**config.mk**
```make
export PLATFORM = sky130hd
export DESIGN_NAME = dual_pin_uart_receiver_unit
export DESIGN_NICKNAME = d
export VERILOG_FILES = /design/src/hdl/dpur_pkg.sv /design/src/hdl/dual_pin_uart_receiver_unit.sv /design/src/hdl/dpur_rx.sv /design/src/hdl/dpur_outq.sv
export SDC_FILE = /design/constraint.sdc
export NUM_CORES = 1
export LEC_CHECK = 0
export BUFFER_PORTS_ARGS = -buffer_cell sky130_fd_sc_hd__buf_2
export CORE_ASPECT_RATIO = 0.5
export CORE_MARGIN = 10
export CORE_UTILIZATION = 35
export CTS_BUF_LIST = sky130_fd_sc_hd__clkbuf_16
export CTS_CLUSTER_DIAMETER = 80
export DETAILED_ROUTE_END_ITERATION = 8
export GPL_TIMING_DRIVEN = 0
export SETUP_SLACK_MARGIN = 0.4
export SYNTH_ARGS = -nofsm -noshare
export SYNTH_HDL_FRONTEND = slang
export SYNTH_HIERARCHICAL = 1
export SYNTH_SLANG_ARGS = --single-unit
```
**constraint.sdc**
```tcl
create_clock -name clk -period 10.4 [get_ports clk]
set_input_delay 1.04 -clock clk [delete_from_list [all_inputs] [get_ports clk]]
set_output_delay 1.04 -clock clk [all_outputs]
set_load 0.02 [all_outputs]
```
**src/hdl/dpur_pkg.sv**
```systemverilog
// Shared types and constants for the dual-pin UART receiver.
package dpur_pkg;

  // Default buffer depth; the write index wraps at this count
  localparam int BUFFER_DEPTH_DEF = 32;

  // Bits per frame after the start bit: eight data bits and one stop bit
  localparam logic [3:0] FRAME_BITS = 4'd9;

  // Level of a buffer entry that has never been written
  localparam logic [7:0] BUF_RESET_BYTE = 8'h01;

  // Configuration port
  localparam int CFG_IDX_W  = 2;
  localparam int CFG_DATA_W = 8;
  localparam logic [CFG_IDX_W-1:0] CFG_TICKS_PER_BIT = 2'd0;
  localparam logic [CFG_IDX_W-1:0] CFG_START_DELAY   = 2'd1;
  localparam logic [CFG_IDX_W-1:0] CFG_IDLE_TIMEOUT  = 2'd2;

  // Register reset values
  localparam logic [3:0] TICKS_PER_BIT_RST = 4'd3;
  localparam logic [3:0] START_DELAY_RST   = 4'd4;
  localparam logic [7:0] IDLE_TIMEOUT_RST  = 8'd105;
  localparam logic [3:0] SAMPLE_COUNT_RST  = 4'd4;

  // Pin that started the current frame
  localparam logic [1:0] PIN_NONE = 2'd0;
  localparam logic [1:0] PIN_A    = 2'd1;
  localparam logic [1:0] PIN_B    = 2'd2;

  // Configuration registers as seen by the receiver core
  typedef struct packed {
    logic [3:0] ticks_per_bit;
    logic [3:0] start_delay;
    logic [7:0] idle_timeout;
  } cfg_t;

endpackage

```
**src/hdl/dual_pin_uart_receiver_unit.sv**
```systemverilog
// Top level of the dual-pin UART receiver.
//
// Each input word is one oversample tick (three per bit at the default
// settings) carrying both pin levels, a frame acknowledge and a buffer read
// index; each accepted word yields exactly one result word. A word is taken
// every cycle while the output queue has room: the receiver state and the
// byte buffer advance at intake, the result sits in a registered stage (the
// buffer's registered read port sets this), and a two-entry output queue
// lets intake go on while a result waits. The buffer needs no clearing
// pass: per-entry valid bits make unwritten entries read as 0x01 right
// after reset. Registers are to be written through the configuration
// port only while the block is idle; the block itself does not enforce it.
module dual_pin_uart_receiver_unit #(
  parameter int BUFFER_DEPTH = dpur_pkg::BUFFER_DEPTH_DEF,
  localparam int AW = $clog2(BUFFER_DEPTH)
) (
  input  logic                            clk,
  input  logic                            rst,
  // input words
  input  logic                            in_valid,
  output logic                            in_ready,
  input  logic                            rx_pin_a,
  input  logic                            rx_pin_b,
  input  logic                            frame_ack,
  input  logic [AW-1:0]                   read_index,
  // result words
  output logic                            out_valid,
  input  logic                            out_ready,
  output logic                            frame_ready,
  output logic [AW-1:0]                   byte_count,
  output logic                            byte_stored,
  output logic [7:0]                      stored_byte,
  output logic [7:0]                      read_data,
  // configuration writes
  input  logic                            cfg_valid,
  output logic                            cfg_ready,
  input  logic [dpur_pkg::CFG_IDX_W-1:0]  cfg_index,
  input  logic [dpur_pkg::CFG_DATA_W-1:0] cfg_data
);

  localparam int RW = 1 + AW + 1 + 8 + 8;

  dpur_pkg::cfg_t cfg;
  logic           s_valid;
  logic           step;
  logic           q_ready;
  logic           r_frame_ready;
  logic [AW-1:0]  r_byte_count;
  logic           r_byte_stored;
  logic [7:0]     r_stored_byte;
  logic [7:0]     r_read_data;
  logic [RW-1:0]  q_out;

  // Configuration registers
  assign cfg_ready = 1'b1;

  always_ff @(posedge clk) begin
    if (rst) begin
      cfg.ticks_per_bit <= dpur_pkg::TICKS_PER_BIT_RST;
      cfg.start_delay   <= dpur_pkg::START_DELAY_RST;
      cfg.idle_timeout  <= dpur_pkg::IDLE_TIMEOUT_RST;
    end else if (cfg_valid && cfg_ready) begin
      case (cfg_index)
        dpur_pkg::CFG_TICKS_PER_BIT: cfg.ticks_per_bit <= cfg_data[3:0];
        dpur_pkg::CFG_START_DELAY:   cfg.start_delay   <= cfg_data[3:0];
        dpur_pkg::CFG_IDLE_TIMEOUT:  cfg.idle_timeout  <= cfg_data[7:0];
        default: ;
      endcase
    end
  end

  // Result stage: full until the queue takes it
  assign in_ready = !s_valid || q_ready;
  assign step     = in_valid && in_ready;

  always_ff @(posedge clk) begin
    if (rst) begin
      s_valid <= 1'b0;
    end else if (step) begin
      s_valid <= 1'b1;
    end else if (q_ready) begin
      s_valid <= 1'b0;
    end
  end

  dpur_rx #(
    .BUFFER_DEPTH (BUFFER_DEPTH)
  ) u_rx (
    .clk         (clk),
    .rst         (rst),
    .step        (step),
    .cfg         (cfg),
    .rx_pin_a    (rx_pin_a),
    .rx_pin_b    (rx_pin_b),
    .frame_ack   (frame_ack),
    .read_index  (read_index),
    .frame_ready (r_frame_ready),
    .byte_count  (r_byte_count),
    .byte_stored (r_byte_stored),
    .stored_byte (r_stored_byte),
    .read_data   (r_read_data)
  );

  dpur_outq #(
    .W (RW)
  ) u_outq (
    .clk        (clk),
    .rst        (rst),
    .push       (s_valid && q_ready),
    .push_data  ({r_frame_ready, r_byte_count, r_byte_stored, r_stored_byte, r_read_data}),
    .push_ready (q_ready),
    .out_valid  (out_valid),
    .out_ready  (out_ready),
    .out_data   (q_out)
  );

  assign {frame_ready, byte_count, byte_stored, stored_byte, read_data} = q_out;

endmodule

```
**src/hdl/dpur_rx.sv**
```systemverilog
// Receiver core: bit sampling, frame timeout and the byte buffer.
module dpur_rx #(
  parameter int BUFFER_DEPTH = dpur_pkg::BUFFER_DEPTH_DEF,
  localparam int AW = $clog2(BUFFER_DEPTH)
) (
  input  logic                 clk,
  input  logic                 rst,
  input  logic                 step,
  input  dpur_pkg::cfg_t       cfg,
  input  logic                 rx_pin_a,
  input  logic                 rx_pin_b,
  input  logic                 frame_ack,
  input  logic [AW-1:0]        read_index,
  output logic                 frame_ready,
  output logic [AW-1:0]        byte_count,
  output logic                 byte_stored,
  output logic [7:0]           stored_byte,
  output logic [7:0]           read_data
);

  localparam logic [AW:0]   DepthW   = (AW+1)'(BUFFER_DEPTH);
  localparam logic [AW-1:0] LastIdx  = AW'(BUFFER_DEPTH - 1);

  // Receiver state
  logic        receiving, receiving_next;
  logic [1:0]  active_pin, active_pin_next;
  logic [3:0]  sample_count, sample_count_next;
  logic [3:0]  bit_count, bit_count_next;
  logic [7:0]  shift_data, shift_data_next;
  logic [AW-1:0] write_count, write_count_next;
  logic [7:0]  timeout_count, timeout_count_next;
  logic        ready_flag, ready_flag_next;

  // Buffer and read side
  logic [7:0]          mem [BUFFER_DEPTH];
  logic [BUFFER_DEPTH-1:0] valid;
  logic [7:0]          rd_q;
  logic                vld_q;
  logic                byp_q;

  logic          store;
  logic          pin_bit;
  logic [3:0]    sc_dec;
  logic [3:0]    bc_dec;
  logic [AW-1:0] wc_base;
  logic [AW-1:0] wc_inc;
  logic [7:0]    to_base;
  logic [AW:0]   ridx_ext;
  logic [AW-1:0] ridx_mod;

  assign sc_dec   = sample_count - 4'd1;
  assign bc_dec   = bit_count - 4'd1;
  // Acknowledge clears the count before anything else this tick
  assign wc_base  = frame_ack ? '0 : write_count;
  assign wc_inc   = (wc_base == LastIdx) ? '0 : wc_base + AW'(1);
  // Fold the read index into the buffer range
  assign ridx_ext = {1'b0, read_index};
  assign ridx_mod = (ridx_ext >= DepthW) ? AW'(ridx_ext - DepthW) : read_index;

  // Data bit from the pin that opened the frame
  always_comb begin
    case (active_pin)
      dpur_pkg::PIN_A: pin_bit = rx_pin_a;
      dpur_pkg::PIN_B: pin_bit = rx_pin_b;
      default:         pin_bit = 1'b0;
    endcase
  end

  // One tick of the receiver
  always_comb begin
    receiving_next     = receiving;
    active_pin_next    = active_pin;
    sample_count_next  = sample_count;
    bit_count_next     = bit_count;
    shift_data_next    = shift_data;
    write_count_next   = wc_base;
    ready_flag_next    = frame_ack ? 1'b0 : ready_flag;
    store              = 1'b0;

    if (receiving) begin
      sample_count_next = sc_dec;
      if (sc_dec == 4'd0) begin
        sample_count_next = cfg.ticks_per_bit;
        bit_count_next    = bc_dec;
        if (bc_dec == 4'd0) begin
          // stop bit on either pin; dropped while a frame is pending
          receiving_next = 1'b0;
          if ((rx_pin_a | rx_pin_b) && !ready_flag_next) begin
            store = 1'b1;
          end
        end else begin
          shift_data_next = {pin_bit, shift_data[7:1]};
        end
      end
    end else if (!rx_pin_b) begin
      active_pin_next   = dpur_pkg::PIN_B;
      receiving_next    = 1'b1;
      sample_count_next = cfg.start_delay;
      bit_count_next    = dpur_pkg::FRAME_BITS;
    end else if (!rx_pin_a) begin
      active_pin_next   = dpur_pkg::PIN_A;
      receiving_next    = 1'b1;
      sample_count_next = cfg.start_delay;
      bit_count_next    = dpur_pkg::FRAME_BITS;
    end

    if (store) begin
      write_count_next = wc_inc;
    end

    // Idle timeout: rearmed by a stored byte, then counts this tick
    to_base            = store ? cfg.idle_timeout : timeout_count;
    timeout_count_next = to_base;
    if (to_base != 8'd0) begin
      timeout_count_next = to_base - 8'd1;
      if (to_base == 8'd1) begin
        ready_flag_next = 1'b1;
      end
    end
  end

  // State registers
  always_ff @(posedge clk) begin
    if (rst) begin
      receiving     <= 1'b0;
      active_pin    <= dpur_pkg::PIN_NONE;
      sample_count  <= dpur_pkg::SAMPLE_COUNT_RST;
      bit_count     <= 4'd0;
      shift_data    <= 8'd0;
      write_count   <= '0;
      timeout_count <= 8'd0;
      ready_flag    <= 1'b0;
    end else if (step) begin
      receiving     <= receiving_next;
      active_pin    <= active_pin_next;
      sample_count  <= sample_count_next;
      bit_count     <= bit_count_next;
      shift_data    <= shift_data_next;
      write_count   <= write_count_next;
      timeout_count <= timeout_count_next;
      ready_flag    <= ready_flag_next;
    end
  end

  // Entries not yet written read as the reset byte
  always_ff @(posedge clk) begin
    if (rst) begin
      valid <= '0;
    end else if (step && store) begin
      valid[wc_base] <= 1'b1;
    end
  end

  // Buffer memory: one write port, one registered read port
  always_ff @(posedge clk) begin
    if (step && store) begin
      mem[wc_base] <= shift_data;
    end
  end

  always_ff @(posedge clk) begin
    if (step) begin
      rd_q <= mem[ridx_mod];
    end
  end

  // Per-tick result; bypass covers a read of the entry written this tick
  always_ff @(posedge clk) begin
    if (step) begin
      vld_q       <= valid[ridx_mod];
      byp_q       <= store && (wc_base == ridx_mod);
      byte_stored <= store;
      stored_byte <= store ? shift_data : 8'd0;
    end
  end

  // State holds while the result waits, so it is read out directly
  assign frame_ready = ready_flag;
  assign byte_count  = write_count;
  assign read_data   = byp_q ? stored_byte :
                       (vld_q ? rd_q : dpur_pkg::BUF_RESET_BYTE);

endmodule

```
**src/hdl/dpur_outq.sv**
```systemverilog
// Two-entry output queue that decouples result delivery from intake.
module dpur_outq #(
  parameter int W = 8
) (
  input  logic         clk,
  input  logic         rst,
  input  logic         push,
  input  logic [W-1:0] push_data,
  output logic         push_ready,
  output logic         out_valid,
  input  logic         out_ready,
  output logic [W-1:0] out_data
);

  logic [1:0]   cnt, cnt_next;
  logic [W-1:0] e0, e1;
  logic         pop;
  logic         wr_head;

  assign pop        = out_valid && out_ready;
  assign out_valid  = (cnt != 2'd0);
  assign push_ready = (cnt != 2'd2);
  assign out_data   = e0;
  // New word lands at the head when the queue is or becomes empty
  assign wr_head    = (cnt == 2'd0) || ((cnt == 2'd1) && pop);

  always_comb begin
    cnt_next = cnt;
    if (push && !pop) begin
      cnt_next = cnt + 2'd1;
    end else if (pop && !push) begin
      cnt_next = cnt - 2'd1;
    end
  end

  always_ff @(posedge clk) begin
    if (rst) begin
      cnt <= 2'd0;
    end else begin
      cnt <= cnt_next;
    end
  end

  // Entries shift toward the head on a pop
  always_ff @(posedge clk) begin
    if (push && wr_head) begin
      e0 <= push_data;
    end else if (pop) begin
      e0 <= e1;
    end
    if (push && !wr_head) begin
      e1 <= push_data;
    end
  end

endmodule

```
== After elaboration in Yosys (flattened, before gate mapping) ==
Memories as Yosys holds them, arrays and structs flattened. A register that Yosys moved wholly into a read port is not among the register bits.
Cells that the tools add are included.
Cells by class
  shifts and indexed selects: 0
  add/sub/neg operators: 7
  multiplexer cells: 43
  equality and inequality tests: 12
  bitwise logic cells: 4
  order comparisons: 4
  divide/modulo/power cells: 0
  multipliers: 0
  reduce and logical (&&, ||, !) cells: 35
Operators by type and width (count)
  23-bit 2-to-1 mux: 2
  4-bit 2-to-1 mux: 8
  8-bit 2-to-1 mux: 4
  32-bit bitwise OR: 1
  5-bit 2-to-1 mux: 4
  1-bit 2-to-1 mux: 18
  1-bit logical AND: 12
  5-bit by 6-bit less-than comparator with 1-bit output, second input constant: 2
  8-bit by 1-bit equality test with 1-bit output, second input constant: 1
  4-bit logical NOT: 2
  2-bit 2-to-1 mux: 4
  2-bit AND reduction: 4
  2-bit nonzero test: 4
  8-bit nonzero test: 1
  4-bit by 1-bit subtractor with 4-bit output, second input constant: 2
  8-bit by 1-bit subtractor with 8-bit output, second input constant: 1
  2-bit by 1-bit equality test with 1-bit output, second input constant: 3
  5-bit by 6-bit >= comparator with 1-bit output, second input constant: 1
  2-bit inequality test, second input constant: 3
  3-bit AND reduction: 2
  5-bit by 1-bit adder with 5-bit output, second input constant: 1
  1-bit binary-select mux with 5-bit select: 1
  1-bit demux with 5-bit select: 1
  5-bit equality test: 1
  other kinds (14): 22
Storage, ports and cells
  word-level logic and storage cells: 126
  bits in writable memories: 256
  ROM bits: 0
  memories: 1
  flip-flop bits (word level): 141
  latch bits: 0
Memories
  u_rx.mem: depth 32, bits a word 8, read ports 1, clocked after Yosys merged registers in 1, wr ports 1, RTL line dpur_rx.sv:35  | logic [7:0] mem [BUFFER_DEPTH];

== Depth between registers and ports, before layout ==
  depth after elaboration: 11
  depth in mapped cells: 15
  mapped depth without buffers: 14

== Hierarchy ==
The synthesis kept the hierarchy.
By module, submodules not included
  dpur_rx: seq. area each 9559.2 um^2, area an instance 14201.1 um^2, cells each 879, times used 1
  dpur_outq: seq. area each 1421.4 um^2, area an instance 2184.6 um^2, cells each 148, times used 1
  dual_pin_uart_receiver_unit: seq. area each 340.3 um^2, area an instance 745.7 um^2, cells each 76, times used 1

== Worst setup path before layout ==
Ideal clock, no wire load.
  kind: input to register
  from: input rx_pin_b
  to: register u_rx.timeout_count[2]
  setup time: 0.117 ns
  stages on the path: 12
  buffers on the path: 2
  setup slack: 6.996 ns
  data arrival time: 3.286 ns
  data required time: 10.283 ns
  cells stage by stage: o221a_2 o2111a_1 buf_2 nand2_2 clkinv_1 mux2i_1 ha_1 nand2_1 or3_4 and3_4 buf_6 a32o_1
On the way
  word-level cells in the longest chain between the ends: 9
  elaborated cells on any way between the ends: 10
Ends and longest elaborated chain
  from (decl): RTL line dual_pin_uart_receiver_unit.sv:23  | input logic rx_pin_b,
  1-bit bitwise OR (*): RTL line dpur_rx.sv:88  | if ((rx_pin_a | rx_pin_b) && !ready_flag_next) begin
  1-bit logical AND (*): RTL line dpur_rx.sv:88
  1-bit 2-to-1 mux (*): RTL line dpur_rx.sv:88
  1-bit 2-to-1 mux (*): RTL line dpur_rx.sv:85  | if (bc_dec == 4'd0) begin
  1-bit 2-to-1 mux (*): RTL line dpur_rx.sv:82  | if (sc_dec == 4'd0) begin
  1-bit 2-to-1 mux (*): RTL line dpur_rx.sv:80  | if (receiving) begin
  named net u_rx.store: RTL line dpur_rx.sv:41  | logic store;
  8-bit 2-to-1 mux (*): RTL line dpur_rx.sv:112  | to_base = store ? cfg.idle_timeout : timeout_count;
  8-bit by 1-bit subtractor with 8-bit output / 8-bit nonzero test (equally long branches): RTL line dpur_rx.sv:115, dpur_rx.sv:114
  8-bit 2-to-1 mux (*): RTL line dpur_rx.sv:114  | if (to_base != 8'd0) begin
  to (signal assigned): RTL line dpur_rx.sv:140  | timeout_count <= timeout_count_next;
  to (decl): RTL line dpur_rx.sv:31  | logic [7:0] timeout_count, timeout_count_next;
The timed path passes the listed nets; every way through them passes the cells marked *.
A chain may end at the register's enable or synchronous reset.

== Worst setup path after layout ==
  from: register u_outq.cnt[0]
  to: memory u_rx.mem[8][6] (enable)
On the way
  word-level cells in the longest chain between the ends: 6
Ends and longest elaborated chain
  from (decl): RTL line dpur_outq.sv:15  | logic [1:0] cnt, cnt_next;
  from (signal assigned): RTL line dpur_outq.sv:40  | cnt <= cnt_next;
  2-bit inequality test: RTL line dpur_outq.sv:22  | assign push_ready = (cnt != 2'd2);
  named net q_ready: RTL line dual_pin_uart_receiver_unit.sv:46  | logic q_ready;
  1-bit logical OR: RTL line dual_pin_uart_receiver_unit.sv:73  | assign in_ready = !s_valid || q_ready;
  1-bit logical AND: RTL line dual_pin_uart_receiver_unit.sv:74  | assign step = in_valid && in_ready;
  named net step: RTL line dual_pin_uart_receiver_unit.sv:45  | logic step;
  1-bit logical AND: RTL line dpur_rx.sv:156  | if (step && store) begin
  1-bit 2-to-1 mux: RTL line dpur_rx.sv:156
  1-bit 2-to-1 mux (implied by the code): RTL line dpur_rx.sv:157  | mem[wc_base] <= shift_data;
  to (decl): RTL line dpur_rx.sv:35
The timed path passes the listed nets, and every way through them passes these cells.

==> impl_metrics.py <==
metrics = {
    "synth": {
        "yosysMostFrequentCell": "edfxtp_1",
        "yosysSeqAreaShare_pct": 66.1,
        "netlist.area_leader.share_pct": 56.3,
        "synth_area_leaders": "edfxtp_1 56%, mux4_2 12%, dfxtp_1 9.8%",
        "ys.flop_type": "edfxtp_1",
        "syn_area_per_cell_sq_um": 15.5,
        "synth.distinct_cells": 70,
        "synth_nets": 1144,
        "ys_ff_latch": 405,
        "synth_area_sq_mm": 0.0171,
        "syn_inst": 1103,
        "synth_top_area_cell": "edfxtp_1",
        "synth_edf_count": 321,
        "yosysWarnings": 6,
        "asyncSetResetFlopFracSynth_pct": 0,
        "synth_common_cells": "321 x edfxtp_1, 114 x nor2_1, 90 x mux4_2, 84 x dfxtp_1, 63 x nand2_1",
    },
    "worst_setup_path": {
        "ff2ff_path_depth": 11,
        "cp_cell_sequence": "inv_1, ha_1, inv_1, nand2b_1, and2_1, clkbuf_1, nand3_1, nor3_2, buf_2, nand2_1, nor2_1",
        "critical_path.slowest_cell": "nor2_1",
        "worstPathArrival_ns": 4.58,
        "critical_path_class": "flop to flop",
        "startpoint": "u_outq/cnt[0]",
        "critPathBufInv": 4,
        "r2r-start": "u_outq/cnt[0]",
        "cpPeakStageDelay_ns": 0.81,
        "crit_fanout": 20,
        "path_delay_family": "simple AND/OR/NAND/NOR gates",
        "reg2reg_slack_ns": 6.00,
        "crit_path_start_kind": "flop",
        "cpMostUsedCell": "inv_1",
        "critPathCaptureType": "flop",
        "r2r_end": "u_rx/mem[8][6]",
        "required_ns": 10.58,
        "cp.depth": 11,
    },
    "placement": {
        "hpwl_microns": 27100,
        "gp_congestion": 0.841,
        "port_buffers": 44,
        "dp.cells": 1796,
    },
    "power_and_ir_drop": {
        "ir_drop_v": 0.0000887,
        "powerDensity_mw_per_mm2": 197,
        "leakagePower_nw": 6.43,
        "sequentialPowerShare_pct": 48.4,
        "p_comb_share_pct": 13.5,
        "p_switching_mw": 0.982,
        "p_int_mw": 2.87,
        "netSwitchingFraction_pct": 25.5,
        "clock_power_share_pct": 38.1,
    },
    "timing": {
        "hold_violations": 0,
        "clock_skew_ns": 0.0248,
        "final-max-slew-violation-count": 0,
        "period_minus_slack_ns": 4.40,
        "setup_tns_ns": 0,
        "worst_pin_slew_ns": 1.25,
        "slew_headroom_pct": 16.6,
        "timing.final.crit_share_pct": 42.3,
        "max_freq_mhz": 227,
        "rsz0062_at_grt": "no",
        "setup_violations": 0,
    },
    "routing": {
        "dr.pass1.iters": 6,
        "ant_nets": 0,
        "via_per_inst": 5.37,
        "drc": 0,
        "vias": 10033,
        "wl_per_cell_microns": 22.0,
        "wirelength_microns": 41100,
        "drt_iter0_markers": 1066,
    },
    "layout": {
        "fin_nets": 1231,
        "final_cells": 1868,
        "drive_above_1_share_pct": 22.3,
        "area_growth_pct": 13.9,
        "antenna_cells": 0,
    },
    "cts": {
        "cts_buffer_depth": 3,
        "post_cts_resize_count": 0,
        "root_buffer": "clkbuf_16",
        "cts_htree_levels": 2,
        "clk_latency_ns": 0.56,
        "cts_made_buffers": 41,
        "clkSinkCount": 405,
        "post_cts_buffers": 0,
        "cts_hold_buf": 0,
        "path_clk_slew_ns": 0.06,
        "cts_tree": "done",
    },
    "floorplan": {
        "rows": 57,
        "die-area_sq_mm": 0.0587,
        "core_area_sq_mm": 0.0484,
        "die_h_microns": 176,
        "start_util_pct": 35.4,
        "pin_count": 49,
        "die-width_microns": 333,
    },
    "worst_hold_path": {
        "worstHoldEndpoint": "u_outq/e1[16]",
        "hp-start": "u_rx/byte_stored",
        "min_path_cells": 0,
        "hp-class": "flop to flop",
    },
    "global_routing": {
        "globalRouteTotalUtil_pct": 13.7,
        "antenna_found_initial": 0,
        "grt-ovfl-total": 0,
        "grt_pass1_wl_microns": 62900,
        "grt_pass1_vias": 10196,
        "grt_max_degree": 36,
    },
    "status": {
        "status": "finished clean",
    },
    "job": {
        "drv_cap": 0,
    },
}
state kept, by name (all words and copies together), names as in the netlist, 2 cells and up:
| name | count |
|---|---|
| u_rx/shift_data | 8 |
| u_outq/e1 | 23 |
| u_rx/stored_byte | 8 |
| u_rx/sample_count | 4 |
| u_rx/rd_q | 8 |
| cfg | 16 |
| u_rx/mem | 256 |
| u_rx/byte_count | 5 |
| u_outq/out_data | 23 |
| u_rx/valid | 32 |
| u_rx/active_pin | 2 |
| u_rx/timeout_count | 8 |
| u_outq/cnt | 2 |
| u_rx/bit_count | 4 |
worst max-delay path by stage:
stage / endpoint / slack (ns)
after floorplan: u_rx/timeout_count[2] / 7.00
after global placement: u_rx/mem[6][7] / 5.81
after detailed placement: u_rx/mem[6][0] / 5.72
after CTS: u_rx/mem[6][2] / 5.97
after global routing: u_rx/mem[6][6] / 5.68
final: u_rx/mem[8][6] / 6.00
cell usage in the layout (no fill, tap or decap), drive strengths merged, types with 26 or more instances in the layout:
cell / synthesis / final
a31oi: 37 / 37
buf: 33 / 77
clkbuf: 34 / 77
dfxtp: 84 / 84
edfxtp: 321 / 321
inv: 44 / 52
mux2i: 27 / 27
mux4: 90 / 90
nand2: 64 / 64
nor2: 114 / 114
o32ai: 26 / 26
stage by stage:
| stage | cell area (sq um) | setup WS [ns] | power, mW | util (%) | hold slack (ns) |
|---|---|---|---|---|---|
| 2_1_floorplan | 17100 | 7.00 | 2.26 | - | 0.427 |
| 3_3_place_gp | 18200 | 5.81 | 2.40 | 37.5 | 0.443 |
| 3_5_place_dp | 18200 | 5.72 | 2.42 | 37.5 | 0.451 |
| 4_1_cts | 19500 | 5.97 | 3.89 | 40.3 | 0.465 |
| 5_1_grt | 19500 | 5.68 | 4.00 | 40.3 | 0.484 |
| 6_report | 19500 | 6.00 | 3.85 | 40.3 | 0.462 |
area by class of cell:
cell class	instances	area [sq um]
multi-input combinational	586	5300
sequential	405	11300
clock inverter	29	259
timing repair buffer	44	220
tap	649	812
clock buffer	43	1080
buffer	67	343
inverter	45	169
fill	4329	28900
power by group through the flow:
stage,Sequential (mW),Clock [mW],Combinational [mW]
2_1_floorplan,1.92,0,0.344
3_3_place_gp,1.89,0,0.505
3_5_place_dp,1.89,0,0.521
4_1_cts,1.86,1.50,0.523
5_1_grt,1.87,1.57,0.562
6_report,1.86,1.47,0.521
per-layer routing:
layer | up-vias | GRT usage [%] | wire length, microns
met4 | 0 | 4.84 | 1260
met5 | - | 0 | 0
li1 | 4443 | - | -
met3 | 81 | 2.17 | 2620
met1 | 5117 | 18.1 | 17600
met2 | 392 | 22.8 | 19600
kinds of logic (layout without fill, tap and decap cells):
group / Yosys count / in the layout / share of synthesized area (%)
AO/OA/AOI/OAI: 153 / 153 / 7.22
XOR/XNOR: 11 / 11 / 0.562
adder cells (fa/ha/maj): 18 / 18 / 1.31
buffers and inverters: 112 / 228 / 2.99
flip-flops: 405 / 405 / 66.1
multiplexers: 126 / 126 / 14.0
other: 1 / 1 / 0.0219
AND/OR/NAND/NOR: 277 / 277 / 7.81
(Power assumes the default switching activity.)
